### src/hw/rtl/bhs_pkg.sv
// Shared types, codes and stage counts of the bilinear heightmap sampler.
package bhs_pkg;

    localparam logic [1:0] OP_WR_HEIGHT = 2'd0;
    localparam logic [1:0] OP_WR_EDGE   = 2'd1;
    localparam logic [1:0] OP_SAMPLE    = 2'd2;
    localparam logic [1:0] OP_RESERVED  = 2'd3;

    localparam logic [1:0] CORNER_NW = 2'd0;
    localparam logic [1:0] CORNER_NE = 2'd1;
    localparam logic [1:0] CORNER_SE = 2'd2;
    localparam logic [1:0] CORNER_SW = 2'd3;

    localparam int FRONT_STAGES  = 3;
    localparam int TABLE_STAGES  = 1;
    localparam int INTERP_STAGES = 5;
    localparam int SQRT_STEPS    = 25;
    localparam int DIV_PREP      = 1;
    localparam int DIV_STEPS     = 16;
    localparam int OUT_STAGES    = 1;

    localparam logic [49:0] RAD_BIAS = 50'h1_0000_0000;

    typedef enum logic [1:0] {
        K_REJECT,
        K_WRITE,
        K_SAMPLE
    } t_kind;

    typedef struct packed {
        t_kind             kind;
        logic [1:0]        op;
        logic [1:0]        corner;
        logic signed [15:0] wval;
        logic [8:0]        u;
        logic [8:0]        v;
    } t_front;

    typedef struct packed {
        t_kind              kind;
        logic [7:0]         edge_byte;
        logic [8:0]         u;
        logic [8:0]         v;
        logic signed [15:0] nw;
        logic signed [15:0] ne;
        logic signed [15:0] se;
        logic signed [15:0] sw;
    } t_cell;

    typedef struct packed {
        t_kind              kind;
        logic [7:0]         edge_byte;
        logic [23:0]        h;
        logic signed [24:0] sx;
        logic signed [24:0] sy;
    } t_side;

endpackage

### src/hw/rtl/bhs_front.sv
// Front end: classify the word, clamp the point, split it into cell and fraction, form address.
module bhs_front import bhs_pkg::*; #(
    parameter int TOWNS       = 4,
    parameter int CELLS       = 64,
    parameter int CELL_PIXELS = 32,
    parameter int AW          = 14
) (
    input  logic               i_clk,
    input  logic               i_rst_n,
    input  logic               i_valid,
    input  logic [1:0]         i_opcode,
    input  logic [3:0]         i_map_number,
    input  logic [5:0]         i_write_cell_x,
    input  logic [5:0]         i_write_cell_y,
    input  logic [1:0]         i_corner_index,
    input  logic signed [15:0] i_write_value,
    input  logic signed [20:0] i_point_x,
    input  logic signed [20:0] i_point_y,
    output logic               o_valid,
    output t_front             o_front,
    output logic [AW-1:0]      o_addr
);

    localparam int EXTENT    = CELLS * CELL_PIXELS * 256;
    localparam int MAP_WORDS = CELLS * CELLS;
    localparam int QW        = $clog2(CELLS * 256 + 1);
    localparam logic [28:0] RECIP = 29'((2**28 + CELL_PIXELS - 1) / CELL_PIXELS);

    // stage 1
    logic r1_v;
    t_kind r1_kind;
    logic [1:0] r1_op, r1_corner;
    logic [3:0] r1_map;
    logic [5:0] r1_wx, r1_wy;
    logic signed [15:0] r1_wval;
    logic [19:0] r1_px, r1_py;
    t_kind n1_kind;

    // stage 2
    logic r2_v;
    t_kind r2_kind;
    logic [1:0] r2_op, r2_corner;
    logic [5:0] r2_wx, r2_wy;
    logic signed [15:0] r2_wval;
    logic [QW-1:0] r2_qx, r2_qy;
    logic [AW-1:0] r2_base;
    logic [48:0] prod_x, prod_y;

    // stage 3
    logic r3_v;
    t_front r3_front;
    logic [AW-1:0] r3_addr;
    logic [6:0] cqx, cqy;
    logic [5:0] cx, cy, selx, sely;

    function automatic logic [19:0] clamp_point(input logic signed [20:0] p);
        logic [19:0] res;
        if (p[20]) begin
            res = '0;
        end else if ({2'b00, p} > 23'(EXTENT)) begin
            res = 20'(EXTENT);
        end else begin
            res = p[19:0];
        end
        return res;
    endfunction

    always_comb begin
        if (i_map_number == 4'd0 || i_map_number > 4'(TOWNS) || i_opcode == OP_RESERVED) begin
            n1_kind = K_REJECT;
        end else if (i_opcode == OP_SAMPLE) begin
            n1_kind = K_SAMPLE;
        end else if ({1'b0, i_write_cell_x} >= 7'(CELLS)
                     || {1'b0, i_write_cell_y} >= 7'(CELLS)) begin
            n1_kind = K_REJECT;
        end else begin
            n1_kind = K_WRITE;
        end
    end

    always_ff @(posedge i_clk) begin
        if (!i_rst_n) begin
            r1_v <= 1'b0;
            r2_v <= 1'b0;
            r3_v <= 1'b0;
        end else begin
            r1_v <= i_valid;
            r2_v <= r1_v;
            r3_v <= r2_v;
        end
    end

    always_ff @(posedge i_clk) begin
        r1_kind   <= n1_kind;
        r1_op     <= i_opcode;
        r1_corner <= i_corner_index;
        r1_map    <= i_map_number;
        r1_wx     <= i_write_cell_x;
        r1_wy     <= i_write_cell_y;
        r1_wval   <= i_write_value;
        r1_px     <= clamp_point(i_point_x);
        r1_py     <= clamp_point(i_point_y);
    end

    // divide by the cell width through a reciprocal; exact for all clamped points
    assign prod_x = 49'(r1_px) * 49'(RECIP);
    assign prod_y = 49'(r1_py) * 49'(RECIP);

    always_ff @(posedge i_clk) begin
        r2_kind   <= r1_kind;
        r2_op     <= r1_op;
        r2_corner <= r1_corner;
        r2_wx     <= r1_wx;
        r2_wy     <= r1_wy;
        r2_wval   <= r1_wval;
        r2_qx     <= prod_x[28 +: QW];
        r2_qy     <= prod_y[28 +: QW];
        r2_base   <= AW'((32'(r1_map) - 32'd1) * 32'(MAP_WORDS));
    end

    // the far edge lands in the last cell with fraction 1.0
    assign cqx  = 7'(r2_qx >> 8);
    assign cqy  = 7'(r2_qy >> 8);
    assign cx   = (cqx >= 7'(CELLS)) ? 6'(CELLS - 1) : cqx[5:0];
    assign cy   = (cqy >= 7'(CELLS)) ? 6'(CELLS - 1) : cqy[5:0];
    assign selx = (r2_kind == K_SAMPLE) ? cx : r2_wx;
    assign sely = (r2_kind == K_SAMPLE) ? cy : r2_wy;

    always_ff @(posedge i_clk) begin
        r3_front.kind   <= r2_kind;
        r3_front.op     <= r2_op;
        r3_front.corner <= r2_corner;
        r3_front.wval   <= r2_wval;
        r3_front.u      <= 9'(r2_qx - (QW'(cx) << 8));
        r3_front.v      <= 9'(r2_qy - (QW'(cy) << 8));
        r3_addr         <= r2_base + AW'(32'(sely) * 32'(CELLS) + 32'(selx));
    end

    assign o_valid = r3_v;
    assign o_front = r3_front;
    assign o_addr  = r3_addr;

endmodule

### config.mk
export PLATFORM = sky130hd
export DESIGN_NAME = bhs_front
export DESIGN_NICKNAME = d
export VERILOG_FILES = /design/src/hw/rtl/bhs_pkg.sv /design/src/hw/rtl/bhs_front.sv
export SDC_FILE = /design/constraint.sdc
export NUM_CORES = 1
export LEC_CHECK = 0
export ABC_AREA = 1
export CAP_MARGIN = 10
export CORE_ASPECT_RATIO = 2
export CORE_MARGIN = 2
export CORE_UTILIZATION = 35
export DETAILED_ROUTE_END_ITERATION = 8
export DONT_BUFFER_PORTS = 1
export PLACE_DENSITY = 0.55
export SETUP_SLACK_MARGIN = 0.15
export SLEW_MARGIN = 20
export SYNTH_ARGS = -nofsm -noshare
export SYNTH_HDL_FRONTEND = slang
export SYNTH_SLANG_ARGS = --single-unit
### constraint.sdc
create_clock -name i_clk -period 1.9 [get_ports i_clk]
set_input_delay 0 -clock i_clk [delete_from_list [all_inputs] [get_ports i_clk]]
set_output_delay 0 -clock i_clk [all_outputs]
set_load 0.1 [all_outputs]
# Word level (Yosys, flattened, before mapping)
# Cells that the tools add are included.
# word_totals
reg_bits	199
latchBits	0
ram_bits	0
mem_bits_ro	0
memories	0
# classes
add_sub_neg	5
n_mul	0
div_mod_pow	0
n_lt_le_gt_ge	5
eq_ne	3
n_shift	0
mux	7
n_bitwise	0
reduce_logical	5
# op_table
cell	n
$gt A21 B20 Y1 const B	2
$mux W20	2
$mux W6	4
$sub A9 B9 Y9	2
$add A14 B13 Y14	1
$ge A7 B7 Y1 const B	2
$add A12 B6 Y13	1
$eq A2 B2 Y1 const B	3
$gt A4 B3 Y1 const B	1
$logic_not A4 Y1	1
$reduce_or A2 Y1	2
$logic_or A1 B1 Y1	2
$mux W2	1
$sub A2 B1 Y2 const B	1

# Logic depth before layout (Yosys ltp)
# Gate-level depths: netlist of run 1.
# depth
depth_word	5
depth_mapped	7

# Least setup slack after synthesis of run 1
# OpenSTA, ideal clock, no wires.
# synth_path
kind	reg-to-output
start	register r3_addr[0] (netlist: o_addr[0])
end	output port o_addr[0]
arrival_ns	0.909
required_time_ns	1.900
path_slack_ns	0.991
stages_incl_launch_ff	1
path_buffers	0
path_cell_list	dfxtp_1
# synth_rtl
item	line_no	source
start: declaration	bhs_front.sv:52	logic [AW-1:0] r3_addr;
start signal: assignment	bhs_front.sv:136	r3_addr <= r2_base + AW'(32'(sely) * 32'(CELLS) + 32'(selx));
end: declaration	bhs_front.sv:21	output logic [AW-1:0] o_addr
# No word-level cell between the ends.

# Final worst setup path of run 1
# layout_path
start	input port i_opcode[0]
end	register r1_kind[1]
# layout_via
elab_chain_len	2
elab_cells_between_ends	4
cone_classes	eq/ne (2); mux (1); reduce/logical (1)
# layout_rtl
item	line_no	source
start: declaration	bhs_front.sv:11	input logic [1:0] i_opcode,
$eq A2 B2 Y1, on equally long branches	bhs_front.sv:71, bhs_front.sv:69	
$mux W2 or $logic_or A1 B1 Y1 (tied branches)	bhs_front.sv:71, bhs_front.sv:69	
end signal: assignment	bhs_front.sv:94	r1_kind <= n1_kind;
end: declaration	bhs_front.sv:31	t_kind r1_kind;
# Several ways; a longest one is shown, not always the timed one.
# A chain may end at the register's enable or synchronous reset.

==> results of run 1 <==
==> final timing paths <==
kind            startpoint          end  slack (ps)
max            i_opcode[0]   r1_kind[1]         610
min          i_point_x[14]    r1_px[16]          80
max reg2reg     r2_kind[1]    o_addr[2]         930
min reg2reg   r2_corner[1]  o_front[35]         330
==> cells by family after synthesis <==
logic type	after synthesis	synth area share, %
AO/OA/AOI/OAI	42	6.204
buffers and inverters	46	4.299
AND/OR/NAND/NOR	75	7.020
XOR/XNOR	1	0.1905
flip-flops	189	82.29
==> stage by stage <==
step | utilization (%) | cells | total power (W)
global placement | 39.89 | 553 | 0.004973
global route | 50.04 | 656 | 0.008785
CTS | 50.04 | 656 | 0.008567
detailed placement | 39.89 | 553 | 0.004982
floorplan | - | 353 | 0.004843
finish | 50.04 | 656 | 0.008460
==> state kept, by name (all words and copies together), names as in the netlist, 6 cells and up <==
name     flops
r2_qx       15
r1_wx        6
o_front     40
r2_wx        6
r1_px       15
o_addr      14
r1_wy        6
r2_wy        6
r1_py       15
r2_wval     16
r1_wval     16
r2_qy       15
==> report_power, final <==
group / switching (W) / internal (W) / leakage, nW
sequential: 0.0000519 / 0.00416 / 1.58
combinational: 0.000576 / 0.000219 / 0.962
clock: 0.00157 / 0.00188 / 0.288
==> cells in the final DEF, fill, tap and decap left out, drive strengths merged <==
master       instances
xnor2                1
nand3b               1
bufinv               1
dlygate4sd3         71
o21ai                1
dfxtp              189
inv                 45
a21oi               41
clkinv               5
nor3                 2
buf                 56
clkbuf              17
or2                  4
nand3                2
nand2               13
clkinvlp             2
nor2                53
==> critical path, cell delays in order <==
cell and delay [ps]:
dlygate4sd3_1 590, a21oi_1 220, nand3b_1 100, dlygate4sd3_1 580, nor3_1 120
==> final cells by class <==
| type | count | area, um^2 |
|---|---|---|
| Sequential cell | 189 | 3784 |
| Fill cell | 1129 | 6454 |
| Timing Repair Buffer | 127 | 1131 |
| Inverter | 38 | 142.6 |
| Tap cell | 152 | 190.2 |
| Multi-Input combinational cell | 118 | 616.8 |
| Clock buffer | 17 | 425.4 |
| Clock inverter | 15 | 175.2 |
==> metal layers <==
layer  share of wire, %  routed length (um)  track usage, %  vias to the layer above
met5                  0                   0               0                        -
met4                2.5                 190           7.453                        0
met3                4.8                 369           2.932                       10
met2                 54                4187           20.58                       92
met1                 38                2949           11.32                     1202
li1                   -                   -               -                     1354
==> results by group, run 1 <==
Timing
  • Hold Vio Cnt, Final: 0
  • Slew headroom: 53.21%
  • Skew final: 14.80 ps
  • Final WS setup: 614.4 ps
  • Final worst path period need: 1286 ps
  • Setup violators final: 0
  • RSZ-0062 raised after global routing: no
  • Worst hold slack: 75.94 ps
  • Worst Tran Pin Value: 701.8 ps
  • Final period util: 67.66%
  • Fmax: 777.9 MHz
  • Final TNS setup: 0 ps
  • Fin. max-slew vios: 0

Global route
  • Initial antenna violation count: 0
  • Largest net degree at the start of global routing: 25
  • Vias in the first global route: 2784
  • Gr usage total: 11.49%
  • First-pass GRT wire length: 12440 um
  • GRT overflow: 0

Yosys
  • Ys async rst share: 0%
  • Synth top area cells: dfxtp_1, nor2_1, a21oi_2, inv_1, a21oi_1
  • Yosys warns: 0
  • Yosys cell types: 17
  • Synth Cell Area: 0.004598 mm^2
  • Most frequent cells after synthesis: dfxtp_1, nor2_1, inv_1
  • Synthesized net count: 434
  • Most used DFF post-synth: dfxtp_1
  • Cells after synthesis: 353
  • Synth top area share: 82.29%
  • Sequential share of the synthesized area: 82.29%
  • Leading area contributor after synthesis: dfxtp_1
  • Synthesized area per cell: 13.03 um^2
  • Count leader, synth: dfxtp_1
  • Number of synthesized register bits: 189
  • Post-synth EDFFs: 0

Drt
  • Vias after detailed routing: 2658
  • Routed WL: 7697 um
  • First-pass iteration count of the detailed router: 4
  • Wire length per cell: 11.73 um
  • Drt first-iter violations: 65
  • Residual DRC: 0
  • Antenna Nets Post-Route: 0
  • Via-to-Cell Ratio: 4.052

Final layout
  • Post-route cell area: 0.006465 mm^2
  • N_diodes: 0
  • Nets: 572
  • Share of cells above drive strength 1: 22.82%
  • Area Overhead vs Synth: 40.60%

Clock network
  • Total setup buffers inserted after CTS: 0
  • Total CTS buffers: 17
  • CTS tree: done
  • CTS resizes: 0
  • Clock slew at reported path FFs: 70 ps
  • Clk_lat worst skew: 420 ps
  • H-tree depth: 4
  • CTS root buf: clkbuf_16
  • Clock buffer depth: 2
  • Hold buffer count at cts: 71
  • CTS Sinks: 189

Floorplan
  • Rows: 59
  • Initial Util: 35.59%
  • CORE AREA: 0.01292 mm^2
  • Boundary Pins: 136
  • Full die area: 0.01413 mm^2
  • Die Y: 166.1 um
  • Die width: 85.05 um

Setup path
  • WP data arrival: 1620 ps
  • Crit. End Element: flip-flop
  • Startpoint types: primary input
  • Worst-path fanout max: 4
  • Worst EP required: 2230 ps
  • R2R depth: 5
  • Crit Path Class: in -> reg

Placed design
  • I/O Buffers: 0
  • HPWL after DPL: 5192 um
  • Final RePlAce weighted congestion: 0.6726
  • Place WS: 886.7 ps
  • DP Area: 0.005154 mm^2

Pwr
  • Leak Pwr: 2.826 nW
  • Power per Cell Area: 1309 mW/mm^2
  • Max VDD drop: 0.7943 mV

Min path
  • Hold Path Class: in -> reg
  • Worst Hold Depth: 5

Status
  • Status: finished clean

Flow run
  • Max Cap Violations: 0
Power figures use the tool's default switching activity.
==> run 2, diff against run 1 <==
Settings changed: PLACE_DENSITY 0.55 to 0.57.
Clock period 1.9 ns to 1.1 ns, I/O delays scaled along.
==> results by group, run 2 (synthesized netlist as in run 1, its figures left out) <==
Min path
  • Hold Crit Start: i_point_y[3]
  • Worst Hold Depth: 6 (+1)
  • WHS Endpoint: r1_py[11]
  • Hold Path Class: in -> reg

Pwr
  • Net Sw Power: 0.003802 W (+73%)
  • Max VDD drop: 1.677 mV (+110%)
  • Gate power share: 11.2% (+1.8 points)
  • Switching Share: 25.30% (-0.71 points)
  • P_int: 0.01123 W (+79%)
  • Seq pwr share: 49.0% (-0.8 points)
  • Leak Pwr: 3.106 nW (+9.9%)
  • Power per Cell Area: 2047 mW/mm^2 (+56%)
  • Clock Power Share: 39.8% (-1.0 points)

Global route
  • GRT overflow: 0 (unchanged)
  • Gr usage total: 12.48% (+0.98 points)
  • Initial antenna violation count: 0 (unchanged)
  • Vias in the first global route: 2941 (+5.6%)
  • Largest net degree at the start of global routing: 25 (unchanged)
  • First-pass GRT wire length: 13500 um (+8.5%)

Drt
  • Antenna Nets Post-Route: 0 (unchanged)
  • Routed WL: 8540 um (+11%)
  • Via-to-Cell Ratio: 4.052 (about the same)
  • Residual DRC: 0 (unchanged)
  • Wire length per cell: 12.96 um (+10%)
  • Vias after detailed routing: 2670 (+0.45%)
  • First-pass iteration count of the detailed router: 4 (unchanged)
  • Drt first-iter violations: 55 (-15%)

Clock network
  • Clock slew at reported path FFs: 70 ps (about the same)
  • Total CTS buffers: 17 (unchanged)
  • CTS tree: done
  • Clk_lat worst skew: 410 ps (about the same)
  • H-tree depth: 4 (unchanged)
  • CTS root buf: clkbuf_16
  • CTS Sinks: 189 (unchanged)
  • Clock buffer depth: 2 (unchanged)

Setup path
  • Critical-path cell list: inv_2, nor2_4, clkbuf_16, nor2_1, a21oi_1
  • Critical path's slowest cell: dfxtp_2
  • Startpoint types: flip-flop
  • CP startpoint: r2_kind[1]
  • R2R Path End: o_addr[7]
  • Worst R2R Setup Slack: 130 ps (-800 ps)
  • R2R depth: 5 (unchanged)
  • Worst-path fanout max: 6 (+2)
  • R2R Path Start: r2_kind[1]
  • Buf/Inv on CP: 2 (unchanged)
  • Worst EP required: 1440 ps (-790 ps)
  • Worst path max stage delay: 330 ps (-260 ps)
  • Crit. End Element: flip-flop
  • Crit Path Class: reg -> reg
  • CP top delay family: flip-flops
  • WP data arrival: 1300 ps (-320 ps)

Timing
  • Final TNS setup: 0 ps (unchanged)
  • RSZ-0062 raised after global routing: yes
  • Hold Vio Cnt, Final: 0 (unchanged)
  • Fmax: 1034 MHz
  • Final worst path period need: 967.0 ps
  • Setup violators final: 0 (unchanged)
  • Worst hold slack: 34.94 ps (-41.01 ps)
  • Worst Tran Pin Value: 772.9 ps (+71.09 ps)
  • Slew headroom: 48.47% (-4.7 points)
  • Fin. max-slew vios: 0 (unchanged)
  • Skew final: 5.554 ps (-9.247 ps)
  • Final period util: 87.91%

Status
  • Status: finished clean

Placed design
  • HPWL after DPL: 5096 um (-1.8%)
  • I/O Buffers: 0 (unchanged)
  • Final RePlAce weighted congestion: 0.6915 (+2.8%)

Final layout
  • Most frequent cells in the layout: dfxtp_1, dlygate4sd3_1, dfxtp_2, buf_12, nor2_1
  • Largest register FFs: 40 (unchanged)
  • Commonest non-fill, non-tap cell in the layout: dfxtp_1
  • N_diodes: 0 (unchanged)
  • Nets: 575 (+0.52%)
  • Area Overhead vs Synth: 59.67%
  • Final core utilization: 56.83% (+6.8 points)
  • Share of cells above drive strength 1: 36.88% (+14 points)

Floorplan
  • Initial Util: 35.59% (unchanged)
  • CORE AREA: 0.01292 mm^2 (unchanged)
  • Boundary Pins: 136 (unchanged)
  • Full die area: 0.01413 mm^2 (unchanged)
  • Die width: 85.05 um (unchanged)
  • Rows: 59 (unchanged)
  • Die Y: 166.1 um (unchanged)

Flow run
  • Max Cap Violations: 0 (unchanged)
[run 2: routing by layer]
layer  vias to the layer above  global-route usage [%]  part of all wire [%]
li1                       1366                       -                     -
met1                      1203                   12.49                    37
met2                        91                   22.42                    57
met3                        10                   3.976                   4.6
met4                         0                   6.418                   2.1
met5                         -                       0                     0
[run 2: what timing repair did]
action,4_1_cts,5_1_grt
endpoints found under the setup margin,55,79
gates cloned,0,2
gates resized for setup,220,17
hold endpoints to repair,69,0
hold buffers,70,0
pin swaps,0,1
setup buffers,0,1
[run 2: worst min-delay path: cells and delay by family]
| family | cells | cell delay, ps |
|---|---|---|
| simple gates | 4 | 180 |
| compound gates | 1 | 60 |
| buf+inv | 1 | 160 |
[run 2: area by class of cell]
type,instances,area (um^2)
fill,1001,5577
clock buffer,19,452.9
tap,152,190.2
sequential,189,3854
timing repair buffer,130,1894
inverter,38,142.6
multi-input combinational,118,661.9
clock inverter,13,146.4
[run 2: how the worst max path moves through the flow]
stage / slack (ps) / cells past startpoint / end
final: 130 / 5 / o_addr[7]
after global routing: 70 / 4 / o_addr[1]
after CTS: 130 / 1 / o_front[10]
after detailed placement: -20 / 5 / r1_px[5]
after global placement: 7 / 5 / r1_px[5]
after floorplan: 190 / 0 / o_addr[0]
[run 2: power groups by stage]
stage	Combinational, W	Sequential, W	Clock (W)
3_3_place_gp	0.00117	0.00742	0
3_5_place_dp	0.00117	0.00744	0
4_1_cts	0.00165	0.00736	0.00619
5_1_grt	0.00174	0.00740	0.00648
2_1_floorplan	0.000165	0.00820	0
6_report	0.00168	0.00736	0.00598
[run 2: metrics by stage]
step / instance area (um^2) / std cells / worst slack, ps / total power (W)
after floorplan: 4598 / 353 / 191.0 / 0.008366
after global placement: 5174 / 554 / 7.381 / 0.008593
after detailed placement: 5174 / 554 / -24.99 / 0.008609
after CTS: 7231 / 656 / 127.5 / 0.01520
after global routing: 7342 / 659 / 70.69 / 0.01561
final: 7342 / 659 / 133.0 / 0.01503
